--- src/rtl/rotenc_pkg.sv ---
// Shared types, constants and the quadrature transition table for the
// rotary encoder detent decoder. No dependencies.
`default_nettype none

package rotenc_pkg;

	// sample beat, first field in the MSBs
	typedef struct packed {
		logic        level_a;
		logic        level_b;
		logic        button_level;
		logic [31:0] time_us;
	} sample_t;

	// result beat
	typedef struct packed {
		logic signed [2:0] count_delta;
		logic              is_pressed;
		logic              changed;
	} result_t;

	// one entry of a line's pulse queue
	typedef struct packed {
		logic [31:0] start;
		logic        level;
		logic        pending;
		logic [1:0]  code;
	} qentry_t;

	// code write-back from the merge unit into a line's queue
	typedef struct packed {
		logic       en;
		logic       idx;
		logic [1:0] code;
	} qwr_t;

	// merge unit status toward the top level
	typedef struct packed {
		logic              busy;
		logic              stepped;
		logic signed [3:0] count;
	} mstat_t;

	// configuration register indexes
	localparam logic CFG_MIN_HIGH       = 1'b0;
	localparam logic CFG_PRESS_DEBOUNCE = 1'b1;

	localparam logic [15:0] MIN_HIGH_RST       = 16'd500;
	localparam logic [15:0] PRESS_DEBOUNCE_RST = 16'd1000;

	// transition flags
	localparam logic [5:0] FL_CW_FIRST  = 6'h01;
	localparam logic [5:0] FL_CCW_FIRST = 6'h02;
	localparam logic [5:0] FL_CW_LAST   = 6'h04;
	localparam logic [5:0] FL_CCW_LAST  = 6'h08;
	localparam logic [5:0] FL_MIDDLE    = 6'h10;
	localparam logic [5:0] FL_DETENT    = 6'h20;
	localparam logic [5:0] FL_NONE      = 6'h00;

	localparam logic [5:0] CW_NEEDED  = FL_CW_FIRST | FL_CW_LAST | FL_MIDDLE;
	localparam logic [5:0] CCW_NEEDED = FL_CCW_FIRST | FL_CCW_LAST | FL_MIDDLE;

	localparam logic [1:0] CODE_DETENT = 2'b11;

	// row = previous code {B,A}, column = new code {B,A}
	function automatic logic [5:0] trans_flags(input logic [1:0] prev, input logic [1:0] nxt);
		logic [5:0] f;
		f = FL_NONE;
		if (nxt == CODE_DETENT) begin
			f = FL_DETENT;
		end else begin
			case (prev)
				2'd0: begin
					case (nxt)
						2'd1:    f = FL_CW_LAST;
						2'd2:    f = FL_CCW_LAST;
						default: f = FL_NONE;
					endcase
				end
				2'd1, 2'd2: begin
					f = (nxt == 2'd0) ? FL_MIDDLE : FL_NONE;
				end
				2'd3: begin
					case (nxt)
						2'd1:    f = FL_CCW_FIRST;
						2'd2:    f = FL_CW_FIRST;
						default: f = FL_NONE;
					endcase
				end
				default: f = FL_NONE;
			endcase
		end
		return f;
	endfunction

endpackage

`default_nettype wire

--- src/rtl/rotary_encoder_detent_decoder_unit.sv ---
// Top level of the rotary encoder detent decoder: handshake, sequencer,
// button debounce, config registers and result register.
// Depends on rotenc_pkg, rotenc_line and rotenc_merge.
`default_nettype none

// Decodes quadrature encoder samples into detent steps. Each sample beat
// (lines A/B, active-low button, microsecond timestamp) yields exactly one
// result beat: signed count delta saturated to +/-2, debounced press level
// and a changed flag. A beat goes through capture, line/button update and
// result load when no line queue updates, and through capture, update, the
// walk, the sequencer seeing the walk end and result load when one does:
// the four queued pulses are walked one per cycle through a single shared
// start-time compare and transition-table lookup. A stalled result holds up
// the sequencer only when the next beat is ready to load. The result sits
// in an output register, so the next sample is taken while it waits.
// Register 0 is min_high_us, register 1 is press_debounce_us; write them
// only while idle. cfg_ready is always high.

module rotary_encoder_detent_decoder_unit
	import rotenc_pkg::*;
(
	input  wire logic    clk,
	input  wire logic    arst_n,
	// sample channel
	input  wire logic    sample_valid,
	output      logic    sample_stall,
	input  wire sample_t sample,
	// result channel
	output      logic    result_valid,
	input  wire logic    result_stall,
	output      result_t result,
	// config write channel
	input  wire logic    cfg_valid,
	output      logic    cfg_ready,
	input  wire logic    cfg_index,
	input  wire logic [15:0] cfg_data
);

	// sequencer states, one-hot
	typedef enum logic [3:0] {
		ST_IDLE   = 4'b0001,
		ST_UPDATE = 4'b0010,
		ST_MERGE  = 4'b0100,
		ST_DONE   = 4'b1000
	} state_t;

	state_t  state_q;
	sample_t sample_q;
	logic    upd_q;
	logic    press_chg_q;

	logic [15:0] min_high_q;
	logic [15:0] press_debounce_q;

	logic        pressed_q;
	logic [31:0] press_start_q;

	result_t result_q;
	logic    result_valid_q;

	logic          line_en;
	logic          ua;
	logic          ub;
	qentry_t [1:0] qa;
	qentry_t [1:0] qb;
	qwr_t          wr_a;
	qwr_t          wr_b;
	mstat_t        mstat;
	logic          merge_start;

	logic              in_beat;
	logic              out_free;
	logic              btn_down;
	logic [31:0]       press_age;
	logic              press_hold;
	logic signed [2:0] delta_sat;

	assign in_beat  = sample_valid && !sample_stall;
	assign out_free = !result_valid_q || !result_stall;

	assign sample_stall = (state_q != ST_IDLE);
	assign result_valid = result_valid_q;
	assign result       = result_q;
	assign cfg_ready    = 1'b1;

	// config registers
	always_ff @(posedge clk or negedge arst_n) begin
		if (!arst_n) begin
			min_high_q       <= MIN_HIGH_RST;
			press_debounce_q <= PRESS_DEBOUNCE_RST;
		end else if (cfg_valid && cfg_ready) begin
			case (cfg_index)
				CFG_MIN_HIGH:       min_high_q       <= cfg_data;
				CFG_PRESS_DEBOUNCE: press_debounce_q <= cfg_data;
				default:            min_high_q       <= min_high_q;
			endcase
		end
	end

	// line trackers update once per beat, in ST_UPDATE
	assign line_en = (state_q == ST_UPDATE);

	rotenc_line u_line_a (
		.clk      (clk),
		.arst_n   (arst_n),
		.en       (line_en),
		.lvl      (sample_q.level_a),
		.now      (sample_q.time_us),
		.min_high (min_high_q),
		.wr       (wr_a),
		.upd      (ua),
		.queue    (qa)
	);

	rotenc_line u_line_b (
		.clk      (clk),
		.arst_n   (arst_n),
		.en       (line_en),
		.lvl      (sample_q.level_b),
		.now      (sample_q.time_us),
		.min_high (min_high_q),
		.wr       (wr_b),
		.upd      (ub),
		.queue    (qb)
	);

	// merge only runs when at least one queue took new pulses
	assign merge_start = line_en && (ua || ub);

	rotenc_merge u_merge (
		.clk    (clk),
		.arst_n (arst_n),
		.start  (merge_start),
		.qa     (qa),
		.qb     (qb),
		.wr_a   (wr_a),
		.wr_b   (wr_b),
		.stat   (mstat)
	);

	// Button: a registered press is held for the debounce time. The release
	// is taken on the first sample after the hold, no debounce on release.
	assign btn_down   = !sample_q.button_level;
	assign press_age  = sample_q.time_us - press_start_q;
	assign press_hold = pressed_q && (press_age < {16'd0, press_debounce_q});

	always_ff @(posedge clk or negedge arst_n) begin
		if (!arst_n) begin
			pressed_q     <= 1'b0;
			press_start_q <= '0;
			press_chg_q   <= 1'b0;
		end else if (line_en) begin
			press_chg_q <= 1'b0;
			if (!press_hold) begin
				if (btn_down && !pressed_q) begin
					pressed_q     <= 1'b1;
					press_start_q <= sample_q.time_us;
					press_chg_q   <= 1'b1;
				end else if (!btn_down && pressed_q) begin
					pressed_q   <= 1'b0;
					press_chg_q <= 1'b1;
				end
			end
		end
	end

	// saturate the merge count (-4..4) to -2..2
	always_comb begin
		if (!upd_q) begin
			delta_sat = 3'sd0;
		end else if (mstat.count > 4'sd2) begin
			delta_sat = 3'sd2;
		end else if (mstat.count < -4'sd2) begin
			delta_sat = -3'sd2;
		end else begin
			delta_sat = mstat.count[2:0];
		end
	end

	// sequencer
	always_ff @(posedge clk or negedge arst_n) begin
		if (!arst_n) begin
			state_q <= ST_IDLE;
			upd_q   <= 1'b0;
		end else begin
			case (state_q)
				ST_IDLE: begin
					if (in_beat) begin
						state_q <= ST_UPDATE;
					end
				end
				ST_UPDATE: begin
					upd_q   <= ua || ub;
					state_q <= (ua || ub) ? ST_MERGE : ST_DONE;
				end
				ST_MERGE: begin
					if (!mstat.busy) begin
						state_q <= ST_DONE;
					end
				end
				ST_DONE: begin
					if (out_free) begin
						state_q <= ST_IDLE;
					end
				end
				default: state_q <= ST_IDLE;
			endcase
		end
	end

	// capture the sample beat; payload needs no reset
	always_ff @(posedge clk) begin
		if (in_beat) begin
			sample_q <= sample;
		end
	end

	// result register: loads from ST_DONE, holds while stalled
	always_ff @(posedge clk or negedge arst_n) begin
		if (!arst_n) begin
			result_valid_q <= 1'b0;
		end else if (state_q == ST_DONE && out_free) begin
			result_valid_q <= 1'b1;
		end else if (!result_stall) begin
			result_valid_q <= 1'b0;
		end
	end

	always_ff @(posedge clk) begin
		if (state_q == ST_DONE && out_free) begin
			result_q.count_delta <= delta_sat;
			result_q.is_pressed  <= pressed_q;
			result_q.changed     <= press_chg_q || (upd_q && mstat.stepped);
		end
	end

	// merge unit only runs while the sequencer waits on it
	a_busy_in_merge: assert property (@(posedge clk) disable iff (!arst_n)
		mstat.busy |-> (state_q == ST_MERGE))
		else $error("merge busy outside merge state");

	// a merge walks exactly four queue entries
	a_merge_len: assert property (@(posedge clk) disable iff (!arst_n)
		$rose(mstat.busy) |-> ##3 mstat.busy ##1 !mstat.busy)
		else $error("merge did not take four steps");

	// a finished beat with room in the result register yields a result
	a_done_result: assert property (@(posedge clk) disable iff (!arst_n)
		(state_q == ST_DONE && out_free) |=> result_valid)
		else $error("result not loaded");

	// delta stays saturated
	a_delta_range: assert property (@(posedge clk) disable iff (!arst_n)
		result_valid |-> (result.count_delta != 3'b011 && result.count_delta != 3'b100))
		else $error("count delta out of range");

endmodule

`default_nettype wire

--- src/rtl/rotenc_line.sv ---
// Per-line high-pulse qualifier and two-entry pulse queue.
// Depends on rotenc_pkg.
`default_nettype none

module rotenc_line
	import rotenc_pkg::*;
(
	input  wire logic           clk,
	input  wire logic           arst_n,
	input  wire logic           en,
	input  wire logic           lvl,
	input  wire logic [31:0]    now,
	input  wire logic [15:0]    min_high,
	input  wire qwr_t           wr,
	output      logic           upd,
	output      qentry_t [1:0]  queue
);

	logic [31:0]   pulse_start_q;
	logic          pulse_level_q;
	logic [31:0]   last_high_end_q;
	qentry_t [1:0] queue_q;

	logic [31:0] elapsed;
	logic        hi_done;

	assign elapsed = now - pulse_start_q;
	assign hi_done = pulse_level_q && (elapsed > {16'd0, min_high});
	// a high pulse that continues the last counted one leaves the queue alone
	assign upd     = en && hi_done && (last_high_end_q != pulse_start_q);
	assign queue   = queue_q;

	always_ff @(posedge clk or negedge arst_n) begin
		if (!arst_n) begin
			pulse_start_q   <= '0;
			pulse_level_q   <= 1'b1;
			last_high_end_q <= '0;
			queue_q         <= '0;
		end else if (en) begin
			if (hi_done) begin
				if (upd) begin
					queue_q[0].start   <= last_high_end_q;
					queue_q[0].level   <= 1'b0;
					queue_q[0].pending <= 1'b1;
					queue_q[1].start   <= pulse_start_q;
					queue_q[1].level   <= pulse_level_q;
					queue_q[1].pending <= 1'b1;
				end
				last_high_end_q <= now;
				pulse_start_q   <= now;
				pulse_level_q   <= lvl;
			end else if (lvl != pulse_level_q) begin
				pulse_start_q <= now;
				pulse_level_q <= lvl;
			end
		end else if (wr.en) begin
			queue_q[wr.idx].code    <= wr.code;
			queue_q[wr.idx].pending <= 1'b0;
		end
	end

endmodule

`default_nettype wire

--- src/rtl/rotenc_merge.sv ---
// Merge sequencer: walks the four queued pulses oldest-first, one per
// cycle, through one compare and one transition-table lookup. Depends on rotenc_pkg.
`default_nettype none

module rotenc_merge
	import rotenc_pkg::*;
(
	input  wire logic          clk,
	input  wire logic          arst_n,
	input  wire logic          start,
	input  wire qentry_t [1:0] qa,
	input  wire qentry_t [1:0] qb,
	output      qwr_t          wr_a,
	output      qwr_t          wr_b,
	output      mstat_t        stat
);

	logic              busy_q;
	logic [1:0]        ia_q;
	logic [1:0]        ib_q;
	logic              replay_q;
	logic [5:0]        seen_q;
	logic signed [3:0] count_q;
	logic              stepped_q;
	logic [1:0]        last_code_q;

	qentry_t    ea;
	qentry_t    eb;
	qentry_t    e;
	logic       take_a;
	logic       do_replay;
	logic [1:0] code_n;
	logic [5:0] flags;
	logic       is_cw;
	logic       is_ccw;
	logic       last_step;

	assign ea = qa[ia_q[0]];
	assign eb = qb[ib_q[0]];

	// B wins ties; once one side is used up the other drains
	assign take_a    = ib_q[1] || (!ia_q[1] && (ea.start < eb.start));
	assign e         = take_a ? ea : eb;
	assign do_replay = replay_q && !e.pending;

	always_comb begin
		if (do_replay) begin
			code_n = e.code;
		end else if (take_a) begin
			code_n = {last_code_q[1], e.level};
		end else begin
			code_n = {e.level, last_code_q[0]};
		end
	end

	assign flags  = trans_flags(last_code_q, code_n);
	assign is_ccw = (seen_q & CCW_NEEDED) == CCW_NEEDED;
	assign is_cw  = (seen_q & CW_NEEDED) == CW_NEEDED;

	assign last_step = ({1'b0, ia_q} + {1'b0, ib_q}) == 3'd3;

	always_comb begin
		wr_a      = '0;
		wr_b      = '0;
		wr_a.idx  = ia_q[0];
		wr_b.idx  = ib_q[0];
		wr_a.code = code_n;
		wr_b.code = code_n;
		wr_a.en   = busy_q && !do_replay && take_a;
		wr_b.en   = busy_q && !do_replay && !take_a;
	end

	assign stat.busy    = busy_q;
	assign stat.stepped = stepped_q;
	assign stat.count   = count_q;

	always_ff @(posedge clk or negedge arst_n) begin
		if (!arst_n) begin
			busy_q      <= 1'b0;
			ia_q        <= '0;
			ib_q        <= '0;
			replay_q    <= 1'b1;
			seen_q      <= '0;
			count_q     <= '0;
			stepped_q   <= 1'b0;
			last_code_q <= CODE_DETENT;
		end else if (start) begin
			busy_q    <= 1'b1;
			ia_q      <= '0;
			ib_q      <= '0;
			replay_q  <= 1'b1;
			seen_q    <= '0;
			count_q   <= '0;
			stepped_q <= 1'b0;
		end else if (busy_q) begin
			if (take_a) begin
				ia_q <= ia_q + 2'd1;
			end else begin
				ib_q <= ib_q + 2'd1;
			end
			if (last_step) begin
				busy_q <= 1'b0;
			end
			last_code_q <= code_n;
			if (do_replay) begin
				if (flags != FL_DETENT) begin
					seen_q <= seen_q | flags;
				end
			end else begin
				replay_q <= 1'b0;
				if (flags == FL_DETENT) begin
					if (is_ccw) begin
						count_q   <= count_q - 4'sd1;
						seen_q    <= '0;
						stepped_q <= 1'b1;
					end else if (is_cw) begin
						count_q   <= count_q + 4'sd1;
						seen_q    <= '0;
						stepped_q <= 1'b1;
					end
				end else begin
					seen_q <= seen_q | flags;
				end
			end
		end
	end

endmodule

`default_nettype wire
--- config.mk ---
export PLATFORM = sky130hd
export DESIGN_NAME = rotary_encoder_detent_decoder_unit
export DESIGN_NICKNAME = d
export VERILOG_FILES = /design/src/rtl/rotenc_pkg.sv /design/src/rtl/rotary_encoder_detent_decoder_unit.sv /design/src/rtl/rotenc_line.sv /design/src/rtl/rotenc_merge.sv
export SDC_FILE = /design/constraint.sdc
export NUM_CORES = 1
export LEC_CHECK = 0
export ABC_AREA = 1
export BUFFER_PORTS_ARGS = -buffer_cell sky130_fd_sc_hd__buf_4
export CAP_MARGIN = 20
export CORE_MARGIN = 3
export CORE_UTILIZATION = 35
export DETAILED_ROUTE_END_ITERATION = 16
export HOLD_SLACK_MARGIN = 0.12
export PLACE_DENSITY_LB_ADDON = 0.08
export SLEW_MARGIN = 10
export SYNTH_ARGS = -nofsm -noshare
export SYNTH_HDL_FRONTEND = slang
export SYNTH_SLANG_ARGS = --single-unit
--- constraint.sdc ---
create_clock -name clk -period 5.2 [get_ports clk]
set_input_delay 0.78 -clock clk [delete_from_list [all_inputs] [get_ports clk]]
set_output_delay 0.78 -clock clk [all_outputs]
set_load 0.01 [all_outputs]
==> flow_summary.ini <==
[clocking]
clk_latency_ns = 0.60
clkSinkCount = 402
cts_setup_buffers = 0
clockBufferDepth = 3
htree_num_levels = 2
cts_buffers = 48
path_clk_slew_ns = 0.06
clockRootBuffer = clkbuf_16
cts_tree = built

[timing]
clock_skew_ns = 0.0189
finalMaxSlewViolations = 0
fin_ws_ns = 0.513
tns_ns = 0
hold_violations = 0
rsz0062_at_grt = false
fin_crit_sh = 0.901
layout_min_cycle_time_ns = 4.69
relSlewSlack = 0.391
setup_viol = 0
worstMarginPinSlew_ns = 0.914
max_freq_mhz = 213

[detailed_routing]
ant_nets = 0
firstDrtPassIters = 6
via_per_inst = 5.01
wire_per_inst_um = 19.6
drtIter0Drc = 1710
wl_um = 85500
drc = 0
num_vias = 21800

[min_path]
hold_path.class = in2reg
min_path_cells = 1
min-delay-start = sample[15]
whs_endpoint = sample_q[15]

[setup_path]
crit_family = simple AND/OR/NAND/NOR gates
cp-start-kind = register
end_kind = register
arrival_ns = 5.14
r2r_slack_ns = 0.51
timing.rr.end = u_line_a.queue[42]
max_stage_delay_ns = 0.58
worst-path-buf-inv = 2
ff2ff_path_depth = 23
path_cells = ha_1 > nand2_1 > nand3_1 > nand2_1 > nand3_2 > nand2_1 > nand3_1 > xor2_1 > ha_1 > nand2_1 > inv_1 > nand3_1 > nor3_1 > nand4_1 > nand2_1 > nand2_1 > nor2_1 > nand3_1 > nor2_1 > nand2_2 > nand3_4 > buf_4 > o21ai_0
crit_slowest_cell = edfxtp_1
critPathMostFrequentCell = nand2_1
cp.depth = 23
cp.required_ns = 5.65
path_max_fanout = 60
r2r_start = sample_q[2]
crit_type = reg2reg

[global_route]
grt_usage = 0.228
grt_pass1_wl_um = 130000
grt_pass1_vias = 21900
grt_max_degree = 142
antenna_found_initial = 6
grt-ovfl-total = 0

[synth]
ys_ff_latch = 402
syn-num-nets = 3570
synthArstFlopShare = 0.900
synth_area_leaders = dfrtp_1, nand2_1, ha_1
synth_area_per_cell_um2 = 7.58
synth_edf_count = 40
synth_area_um2 = 25300
yosysTopAreaCellShare = 0.341
ys_types = 61
syn_inst = 3331
yosys.area.top_type = dfrtp_1
yosysWarningCount = 0
yosysSeqAreaShare = 0.407
ys.flop_type = dfrtp_1

[final_layout]
num_antenna_cells = 0
area_growth_pct = 12.1
fin_nets = 3617
drive_gt1_frac = 0.0689

[floorplanning]
ios = 65
die_h_um = 275
placementRows = 97
initial_core_util = 0.357
coreArea_um2 = 70800
die_w_um = 275
die_area_um2 = 75400

[pwr]
power.density_nw_per_um2 = 682
p_leak_nw = 14.1
ir_drop_v = 0.000399

[run]
drv_cap = 0

[place]
dp_hpwl_um = 65900
gp_congestion = 0.928
io_buffers = 63
dp_slack_ns = 0.511

[status]
status = finished clean
## registers in the layout, summed over array words and instances (netlist names), 2 cells and up
register,flops
min_high_q,16
press_debounce_q,16
press_start_q,32
result,5
sample_q,35
state_q,4
u_line_a.last_high_end_q,32
u_line_a.pulse_start_q,32
u_line_a.queue,71
u_line_b.last_high_end_q,32
u_line_b.pulse_start_q,32
u_line_b.queue,71
u_merge.count_q,4
u_merge.ia_q,2
u_merge.ib_q,2
u_merge.last_code_q,2
u_merge.seen_q,5
## worst max path at each step
stage | from | end | slack [ns]
global placement | sample_q[5] | u_line_a.queue[2] | 0.55
finish | sample_q[2] | u_line_a.queue[42] | 0.51
global route | sample_q[5] | u_line_a.queue[2] | 0.06
CTS | sample_q[5] | u_line_a.queue[2] | 0.48
floorplan | sample_q[0] | u_merge.seen_q[0] | 1.71
detailed placement | sample_q[5] | u_line_a.queue[42] | 0.51
## area by class of cell
class / instances / area, um2
timing repair buffer: 86 / 781
tap: 940 / 1180
sequential: 402 / 10300
inverter: 476 / 1790
multi-input combinational: 2364 / 12700
fill: 7358 / 42400
clock inverter: 14 / 155
clock buffer: 71 / 1380
## stage by stage
step | hold slack, ns | area [um2] | total power (W) | std cells | utilization
floorplan | 0.436 | 25300 | 0.0124 | 3331 | -
global placement | 0.454 | 26800 | 0.0159 | 4267 | 0.378
detailed placement | 0.458 | 26800 | 0.0160 | 4267 | 0.378
CTS | 0.311 | 28300 | 0.0194 | 4353 | 0.400
global route | 0.323 | 28300 | 0.0211 | 4353 | 0.400
finish | 0.350 | 28300 | 0.0193 | 4353 | 0.400
## report_power, final
group	total (W)	switching, W	internal [W]
clock	0.00335	0.00141	0.00194
sequential	0.00525	0.000936	0.00432
combinational	0.0107	0.00702	0.00368
## logic make-up (layout without fill, tap and decap cells)
group,count (synthesis),after routing,synth area share
mux,30,30,0.0119
other cells,1,1,0.000148
xor+xnor,107,107,0.0371
simple gates,1474,1474,0.240
fa+ha+maj,182,182,0.0917
compound gates,570,570,0.123
buf+inv,565,647,0.0884
flops,402,402,0.407
## timing repair
item | 4_1_cts | 5_1_grt
hold buffers | 1 | 0
endpoints found under the hold margin | 48 | 0
resized for setup | 0 | 0
## worst reg2reg max path: cells and delay by family, from the launching register on
family	cells	cell delay, ns
buffers and inverters	2	0.62
XOR/XNOR	1	0.20
AND/OR/NAND/NOR	17	2.13
adder cells (fa/ha/maj)	2	0.77
AO/OA/AOI/OAI	1	0.22
flip-flops	1	0.58
## Yosys cell counts, drive strengths merged, types with 23 or more instances
master     n
ha       177
dfrtp    344
a21oi    145
mux2i     30
nor3      23
nand2   1066
buf       47
clkbuf    42
edfxtp    40
xor2      46
inv      475
nand3     97
xnor2     61
nor2     189
o21ai    370
nand4     62
## layout by cell type, fill, tap and decap left out, types with 13 or more instances in the layout
master	synthesis	layout
nor2_1	186	185
dfstp_2	18	18
edfxtp_1	40	40
dfrtp_1	344	342
mux2i_1	30	30
clkbuf_16	0	49
xnor2_1	61	61
inv_1	465	465
o21ai_1	40	40
nor3_1	22	22
xor2_1	46	46
buf_4	7	74
a21oi_1	138	138
nand3_1	90	90
o21bai_1	13	13
o21ai_0	327	327
nand2_1	1057	1055
or2_2	13	13
nand4_1	60	60
clkbuf_1	38	15
ha_1	177	177
## layer usage
layer  vias to the layer above  GRT usage  routed length (um)  share of wire
met2                       453      0.373               39100           0.46
met4                         0     0.0672                2440          0.028
met5                         -          0                   0              0
met3                       117     0.0324                4010          0.047
met1                     10400      0.314               40000           0.47
li1                      10800          -                   -              -
Note: power is estimated with default switching activity, not from simulation.
